--- src/hw/rtl/bpp_pkg.sv ---
// Backend pick policy package: field widths, action, status, mode and state codes.
// No dependencies; used by bpp_mod and backend_pick_policy.
package bpp_pkg;

  localparam int unsigned ACT_W    = 2;
  localparam int unsigned IDX_W    = 4;
  localparam int unsigned WEIGHT_W = 16;
  localparam int unsigned RND_W    = 31;
  localparam int unsigned STAT_W   = 2;
  localparam int unsigned MODE_W   = 2;
  localparam int unsigned IN_W     = 56;
  localparam int unsigned OUT_W    = 8;

  typedef enum logic [ACT_W-1:0] {
    ACT_ADD      = 2'd0,
    ACT_PICK     = 2'd1,
    ACT_MARK_OFF = 2'd2,
    ACT_MARK_ON  = 2'd3
  } action_t;

  typedef enum logic [STAT_W-1:0] {
    ST_OK   = 2'd0,
    ST_NONE = 2'd1,
    ST_FULL = 2'd2
  } status_t;

  typedef enum logic [MODE_W-1:0] {
    MODE_RR       = 2'd0,
    MODE_FIRST    = 2'd1,
    MODE_WEIGHTED = 2'd2
  } mode_t;

  typedef enum logic [2:0] {
    S_IDLE,
    S_DISPATCH,
    S_SCAN,
    S_FETCH,
    S_ACC,
    S_DIV_GO,
    S_DIV_WAIT,
    S_DONE
  } state_t;

endpackage

--- src/hw/rtl/backend_pick_policy.sv ---
// Backend pick policy top level: backend table, pick sequencer, output register.
// Depends on bpp_pkg and bpp_mod.
//
// One item is handled at a time. Add and mark items go from dispatch to done. A
// round-robin or pick-first pick walks the availability bits one entry per cycle.
// A weighted pick walks the weight memory up to twice, a fetch and an accumulate
// state per entry (registered read), with the bit-serial remainder unit between.
// The block is ready again once the result is loaded into the output register;
// a waiting result stalls only the done state.
module backend_pick_policy #(
  parameter int unsigned MAX_BACKENDS = 16
) (
  input  logic                         clk,
  input  logic                         rst,
  input  logic                         s_axis_tvalid,
  output logic                         s_axis_tready,
  // [3:0] backend_index, [19:4] weight, [50:20] random_value, [55:51] zero
  input  logic [bpp_pkg::IN_W-1:0]     s_axis_tdata,
  // [1:0] action
  input  logic [bpp_pkg::ACT_W-1:0]    s_axis_tuser,
  output logic                         m_axis_tvalid,
  input  logic                         m_axis_tready,
  // [1:0] status, [5:2] picked_index, [7:6] zero
  output logic [bpp_pkg::OUT_W-1:0]    m_axis_tdata,
  input  logic                         cfg_valid,
  output logic                         cfg_ready,
  input  logic [bpp_pkg::MODE_W-1:0]   cfg_data
);
  import bpp_pkg::*;

  localparam int unsigned IW = (MAX_BACKENDS > 1) ? $clog2(MAX_BACKENDS) : 1;
  localparam int unsigned CW = $clog2(MAX_BACKENDS + 1);
  localparam int unsigned XW = (CW > IDX_W) ? CW : IDX_W;
  localparam int unsigned TW = WEIGHT_W + CW;

  state_t               state, state_next;
  mode_t                mode;
  action_t              act;
  logic [IDX_W-1:0]     idx;
  logic [WEIGHT_W-1:0]  wgt;
  logic [RND_W-1:0]     rnd;
  logic [CW-1:0]        count, count_next;
  logic [IW-1:0]        rr, rr_next;
  logic [IW-1:0]        pos, pos_next;
  logic [CW-1:0]        n, n_next;
  logic [TW-1:0]        total, total_next;
  logic [TW-1:0]        sum, sum_next;
  logic [TW-1:0]        target, target_next;
  logic                 second, second_next;
  status_t              res_status, res_status_next;
  logic [IDX_W-1:0]     res_index, res_index_next;
  logic [MAX_BACKENDS-1:0] avail;
  logic [IDX_W-1:0]     res_index_q;
  status_t              res_status_q;

  logic                 av_we;
  logic [IW-1:0]        av_addr;
  logic                 av_val;
  logic                 wr_en;
  logic [WEIGHT_W-1:0]  rd_data;
  logic [WEIGHT_W-1:0]  wmem [MAX_BACKENDS];

  logic                 div_start;
  logic                 div_done;
  logic [TW-1:0]        div_rem;

  logic [XW-1:0]        idx_x;
  logic [XW-1:0]        count_x;
  logic [XW-1:0]        pos_x;
  logic [CW-1:0]        pos_inc;
  logic                 pos_last;
  logic [IW-1:0]        pos_wrap;
  logic [TW-1:0]        acc_w;
  logic                 out_free;

  assign idx_x    = XW'(idx);
  assign count_x  = XW'(count);
  assign pos_x    = XW'(pos);
  assign pos_inc  = CW'(pos) + 1'b1;
  assign pos_last = (pos_inc == count);
  assign pos_wrap = pos_last ? '0 : pos_inc[IW-1:0];
  assign acc_w    = TW'(rd_data);
  assign out_free = !m_axis_tvalid || m_axis_tready;

  assign s_axis_tready = (state == S_IDLE);
  assign cfg_ready     = 1'b1;
  assign m_axis_tdata  = {2'b00, res_index_q, res_status_q};

  bpp_mod #(.DW(TW)) u_mod (
    .clk       (clk),
    .rst       (rst),
    .start     (div_start),
    .dividend  (rnd),
    .divisor   (total),
    .done      (div_done),
    .remainder (div_rem)
  );

  always_comb begin
    state_next      = state;
    count_next      = count;
    rr_next         = rr;
    pos_next        = pos;
    n_next          = n;
    total_next      = total;
    sum_next        = sum;
    target_next     = target;
    second_next     = second;
    res_status_next = res_status;
    res_index_next  = res_index;
    av_we           = 1'b0;
    av_addr         = pos;
    av_val          = 1'b0;
    wr_en           = 1'b0;
    div_start       = 1'b0;
    case (state)
      S_IDLE: begin
        if (s_axis_tvalid) begin
          state_next = S_DISPATCH;
        end
      end
      S_DISPATCH: begin
        res_status_next = ST_NONE;
        res_index_next  = '0;
        state_next      = S_DONE;
        case (act)
          ACT_ADD: begin
            if (count >= CW'(MAX_BACKENDS)) begin
              res_status_next = ST_FULL;
            end else begin
              wr_en           = 1'b1;
              av_we           = 1'b1;
              av_addr         = count[IW-1:0];
              av_val          = 1'b1;
              res_status_next = ST_OK;
              res_index_next  = count_x[IDX_W-1:0];
              count_next      = count + 1'b1;
            end
          end
          ACT_PICK: begin
            n_next      = '0;
            total_next  = '0;
            sum_next    = '0;
            second_next = 1'b0;
            if (count != '0) begin
              case (mode)
                MODE_RR: begin
                  pos_next   = rr;
                  state_next = S_SCAN;
                end
                MODE_FIRST: begin
                  pos_next   = '0;
                  state_next = S_SCAN;
                end
                MODE_WEIGHTED: begin
                  pos_next   = '0;
                  state_next = S_FETCH;
                end
                default: begin
                  state_next = S_DONE;
                end
              endcase
            end
          end
          default: begin
            if (idx_x < count_x) begin
              av_we           = 1'b1;
              av_addr         = idx_x[IW-1:0];
              av_val          = (act == ACT_MARK_ON);
              res_status_next = ST_OK;
              res_index_next  = idx;
            end
          end
        endcase
      end
      S_SCAN: begin
        if (avail[pos]) begin
          res_status_next = ST_OK;
          res_index_next  = pos_x[IDX_W-1:0];
          if (mode == MODE_RR) begin
            rr_next = pos_wrap;
          end
          state_next = S_DONE;
        end else begin
          n_next   = n + 1'b1;
          pos_next = pos_wrap;
          if (n + 1'b1 == count) begin
            state_next = S_DONE;
          end
        end
      end
      S_FETCH: begin
        state_next = S_ACC;
      end
      S_ACC: begin
        state_next = S_FETCH;
        pos_next   = pos_wrap;
        if (!second) begin
          if (avail[pos]) begin
            total_next = total + acc_w;
          end
          if (pos_last) begin
            state_next = (total_next == '0) ? S_DONE : S_DIV_GO;
          end
        end else begin
          if (avail[pos]) begin
            sum_next = sum + acc_w;
          end
          if (avail[pos] && (sum_next > target)) begin
            res_status_next = ST_OK;
            res_index_next  = pos_x[IDX_W-1:0];
            state_next      = S_DONE;
          end else if (pos_last) begin
            state_next = S_DONE;
          end
        end
      end
      S_DIV_GO: begin
        div_start  = 1'b1;
        state_next = S_DIV_WAIT;
      end
      S_DIV_WAIT: begin
        if (div_done) begin
          target_next = div_rem;
          second_next = 1'b1;
          pos_next    = '0;
          state_next  = S_FETCH;
        end
      end
      S_DONE: begin
        if (out_free) begin
          state_next = S_IDLE;
        end
      end
      default: begin
        state_next = S_IDLE;
      end
    endcase
  end

  always_ff @(posedge clk) begin
    if (rst) begin
      state         <= S_IDLE;
      mode          <= MODE_RR;
      count         <= '0;
      rr            <= '0;
      avail         <= '0;
      m_axis_tvalid <= 1'b0;
    end else begin
      state <= state_next;
      count <= count_next;
      rr    <= rr_next;
      if (cfg_valid) begin
        mode <= mode_t'(cfg_data);
      end
      if (av_we) begin
        avail[av_addr] <= av_val;
      end
      if (state == S_DONE && out_free) begin
        m_axis_tvalid <= 1'b1;
      end else if (m_axis_tready) begin
        m_axis_tvalid <= 1'b0;
      end
    end
  end

  always_ff @(posedge clk) begin
    if (s_axis_tvalid && s_axis_tready) begin
      act <= action_t'(s_axis_tuser);
      idx <= s_axis_tdata[IDX_W-1:0];
      wgt <= s_axis_tdata[IDX_W +: WEIGHT_W];
      rnd <= s_axis_tdata[IDX_W+WEIGHT_W +: RND_W];
    end
    pos        <= pos_next;
    n          <= n_next;
    total      <= total_next;
    sum        <= sum_next;
    target     <= target_next;
    second     <= second_next;
    res_status <= res_status_next;
    res_index  <= res_index_next;
    if (state == S_DONE && out_free) begin
      res_status_q <= res_status;
      res_index_q  <= res_index;
    end
  end

  always_ff @(posedge clk) begin
    if (wr_en) begin
      wmem[count[IW-1:0]] <= (wgt == '0) ? WEIGHT_W'(1) : wgt;
    end
    rd_data <= wmem[pos];
  end

endmodule

--- src/hw/rtl/bpp_mod.sv ---
// Bit-serial restoring remainder unit: one quotient bit per cycle.
// Depends on bpp_pkg (RND_W).
module bpp_mod #(
  parameter int unsigned DW = 21
) (
  input  logic                     clk,
  input  logic                     rst,
  input  logic                     start,
  input  logic [bpp_pkg::RND_W-1:0] dividend,
  input  logic [DW-1:0]            divisor,
  output logic                     done,
  output logic [DW-1:0]            remainder
);
  import bpp_pkg::*;

  localparam int unsigned CNT_W = $clog2(RND_W);

  logic             busy;
  logic [CNT_W-1:0] cnt;
  logic [RND_W-1:0] dvd;
  logic [DW-1:0]    rem;
  logic [DW:0]      trial;
  logic [DW:0]      diff;

  assign trial     = {rem, dvd[RND_W-1]};
  assign diff      = trial - {1'b0, divisor};
  assign remainder = rem;

  always_ff @(posedge clk) begin
    if (rst) begin
      busy <= 1'b0;
      done <= 1'b0;
      cnt  <= '0;
    end else begin
      done <= 1'b0;
      if (start) begin
        busy <= 1'b1;
        cnt  <= CNT_W'(RND_W - 1);
      end else if (busy) begin
        cnt <= cnt - 1'b1;
        if (cnt == '0) begin
          busy <= 1'b0;
          done <= 1'b1;
        end
      end
    end
  end

  always_ff @(posedge clk) begin
    if (start) begin
      dvd <= dividend;
      rem <= '0;
    end else if (busy) begin
      dvd <= dvd << 1;
      rem <= diff[DW] ? trial[DW-1:0] : diff[DW-1:0];
    end
  end

endmodule

--- config.mk ---
export PLATFORM = sky130hd
export DESIGN_NAME = backend_pick_policy
export DESIGN_NICKNAME = d
export VERILOG_FILES = /design/src/hw/rtl/bpp_pkg.sv /design/src/hw/rtl/backend_pick_policy.sv /design/src/hw/rtl/bpp_mod.sv
export SDC_FILE = /design/constraint.sdc
export NUM_CORES = 1
export LEC_CHECK = 0
export ABC_AREA = 1
export BUFFER_PORTS_ARGS = -buffer_cell sky130_fd_sc_hd__buf_2
export CORE_ASPECT_RATIO = 2
export CORE_UTILIZATION = 49
export DETAILED_ROUTE_END_ITERATION = 10
export GPL_TIMING_DRIVEN = 1
export PLACE_DENSITY = 0.65
export SLEW_MARGIN = 20
export SYNTH_ARGS = -nofsm -noshare
export SYNTH_HDL_FRONTEND = slang
export SYNTH_SLANG_ARGS = --single-unit
export TNS_END_PERCENT = 10
--- constraint.sdc ---
create_clock -name clk -period 5.7 [get_ports clk]
set_input_delay 0.57 -clock clk [delete_from_list [all_inputs] [get_ports clk]]
set_output_delay 0.57 -clock clk [all_outputs]
set_load 0.01 [all_outputs]
==> results.json <==
{
  "status": "complete, no violations",
  "htreeDepth": 2,
  "required_ns": 5.99,
  "finalSetupViolations": 0,
  "reg2reg_slack_ns": 0.72,
  "synth_ff_type": "edfxtp_1",
  "finalHoldViolCount": 0,
  "fmax_mhz": 201,
  "fin_crit_ns": 4.98,
  "start_kind": "register",
  "cp-endpoint": "res_index[1]",
  "cts_tree": "built",
  "grt_overflow_total": 0,
  "rows": 113,
  "holdCritPathClass": "in -> reg",
  "synth_compound_area_frac": 0.108,
  "synth_xor_area_frac": 0.0166,
  "gp_congestion": 0.987,
  "rsz0062_at_grt": "no",
  "power_mw": 13.3,
  "cts_setup_buffers": 0,
  "crit_start": "sum[4]",
  "arrival_ns": 5.27,
  "grt_max_degree": 86,
  "yosysSeqAreaShare": 0.602,
  "drt-total-wl_mm": 63.1,
  "post_drt_wl_per_cell_um": 20.4,
  "synth_top_family_by_area": "simple AND/OR/NAND/NOR gates",
  "p_sw_mw": 5.36,
  "p_int_mw": 7.93,
  "synth.most_common_cell": "nand2_1",
  "muxShareOfSynthArea": 0.000422,
  "synthAdderAreaFrac": 0.0495,
  "dr.pass1.iters": 5,
  "layout-drive-gt1-share": 0.0920,
  "place_inst": 3018,
  "timing.hold.ws_ns": 0.165,
  "yosys_warnings": 0,
  "cts.clk_slew.worst_paths_ns": 0.06,
  "ir_worst_vdd_uv": 302,
  "p_sw_frac": 0.403,
  "vias": 17532,
  "crit_fanout": 6,
  "vias_per_cell": 5.65,
  "rr_worst_depth": 22,
  "io_buffers": 67,
  "cts-root-buf": "clkbuf_16",
  "core_area_um2": 47600,
  "dieWidth_um": 158,
  "fin_cells": 3101,
  "r2r-start": "sum[4]",
  "synth_area_leaders": "edfxtp_1 (54%), nand2_1 (8.7%), dfxtp_1 (6.3%)",
  "placed_cell_area_um2": 24800,
  "antenna_found_initial": 1,
  "grt_pass1_wl_mm": 95.2,
  "netlist_area_um2": 23700,
  "r2r_end": "res_index[1]",
  "clock_skew_ns": 0.0183,
  "yosys.area.top_type": "edfxtp_1",
  "syn-mean-instance-area_um2": 9.98,
  "slew_headroom": 0.267,
  "start_util": 0.498,
  "cts_hold_repair.buffers": 0,
  "dp_hpwl_mm": 44.3,
  "yosys.cell_types.count": 56,
  "final_nets": 2590,
  "p_leak_nw": 10.3,
  "tightest_slew_ns": 1.10,
  "endpoint_kind": "register",
  "clock_latency_ns": 0.58,
  "synth.top_cells.by_count": "nand2_1 (550), edfxtp_1 (425), nor2_1 (229)",
  "async_flop_share": 0,
  "criticalPathCategory": "reg -> reg",
  "synth_edf_count": 425,
  "fin_setup_tns_ns": 0,
  "synth_top_area_frac": 0.538,
  "cts_max_path_buffers": 3,
  "synth_seq_cells": 500,
  "clockPowerShare": 0.228,
  "cap_viol_max_count": 0,
  "numCtsBuffers": 45,
  "post-route-period-util": 0.874,
  "postLayoutCellArea_um2": 26200,
  "syn-instance-count": 2376,
  "first_global_vias": 17824,
  "drv_slew": 0,
  "dieHeight_um": 313,
  "io_pins": 76,
  "ant_nets": 0,
  "clock-sinks": 500,
  "die_area_um2": 49300,
  "p_comb_frac": 0.394,
  "dr.first_iter.drc_count": 1284,
  "seq_power_share": 0.378,
  "yosys.area_share.simple": 0.169,
  "powerDensity_nw_per_um2": 507,
  "postCtsResizedCells": 0,
  "drc_errors": 0,
  "syn2layout_area_growth_pct": 10.6,
  "grtUsageTotal": 0.260
}
cell usage in the layout (no fill, tap or decap), types with 5 or more instances in the layout:
cell and count:
nor2_1 223, o221ai_1 12, inv_2 10, a211oi_1 7
nand2_1 550, clkinv_2 8, dfxtp_1 75, nor2_2 9
xor2_1 27, nand3_1 96, o22ai_1 25, o211ai_1 23
buf_2 67, nor3_1 27, a221oi_1 24, nor4_1 9
buf_4 44, ha_1 89, clkinv_1 12, clkbuf_1 8
o21ai_2 8, o21ai_0 167, clkbuf_16 48, xnor2_1 18
nand4_1 31, o21ai_1 5, or2_2 7, inv_1 202
edfxtp_1 425, a21oi_1 151
power groups by stage:
stage	combinational [mW]	sequential [mW]	clock [mW]
after floorplan	3.80	4.85	0
after global placement	5.07	5.08	0
after detailed placement	5.18	5.10	0
after CTS	5.20	5.02	3.07
after global routing	5.83	5.07	3.19
final	5.23	5.03	3.03
cells by family after synthesis:
kind of cell | Yosys count
compound gates | 444
xor+xnor | 45
fa+ha+maj | 92
buf+inv | 322
flops | 500
mux | 1
other cells | 2
simple gates | 970
worst min path at each step:
stage	startpoint	cells past startpoint	to	slack (ns)
after global placement	res_index[3]	0	res_index_q[3]	0.41
after global routing	s_axis_tdata[0]	1	idx[0]	0.15
final	s_axis_tdata[3]	1	idx[3]	0.16
after floorplan	res_index[0]	0	res_index_q[0]	0.40
after CTS	s_axis_tdata[28]	1	rnd[8]	0.14
after detailed placement	res_index[3]	0	res_index_q[3]	0.41
metrics by stage:
step / setup slack, ns / util
after floorplan: 1.68 / -
after global placement: 0.739 / 0.520
after detailed placement: 0.715 / 0.520
after CTS: 0.702 / 0.550
after global routing: 0.361 / 0.550
final: 0.719 / 0.550
cell type report:
type | count | area [um^2]
multi-input cells | 1555 | 8170
inverters | 218 | 823
diodes | 1 | 2.50
flip-flops and latches | 500 | 14300
well taps | 632 | 791
clock inverters | 26 | 225
repair buffers | 113 | 706
fillers | 4114 | 21400
clock buffers | 56 | 1230
state kept, by name, summed over array words and instances (netlist names), 16 cells and up:
| signal | count |
|---|---|
| u_mod.dvd | 31 |
| u_mod.remainder | 21 |
| total | 21 |
| wmem | 256 |
| sum | 21 |
| rd_data | 16 |
| rnd | 31 |
| wgt | 16 |
| target | 21 |
| avail | 16 |
metal layers:
metal	part of all wire	vias to the layer above	routed length (um)	track usage
met2	0.55	618	34600	0.492
li1	-	8328	-	-
met3	0.048	267	3060	0.0388
met5	0.00021	-	13	0
met1	0.32	8317	20400	0.241
met4	0.081	2	5100	0.205
worst max-delay path, cell delays in order (launching register included):
cell	delay [ns]
edfxtp_1	0.41
ha_1	0.33
inv_1	0.09
nor3_1	0.47
a21oi_1	0.18
o21ai_0	0.35
a21oi_1	0.19
o21ai_0	0.32
nand2_1	0.10
nand2_1	0.10
nand4_1	0.10
nand2_1	0.08
inv_1	0.04
nor2_1	0.11
inv_1	0.06
ha_1	0.29
nand4_1	0.16
nor3_1	0.33
o21ai_0	0.14
nand2_1	0.09
nand3_1	0.24
a221oi_1	0.32
buf_4	0.20
Note: power is estimated with default switching activity, not from simulation.
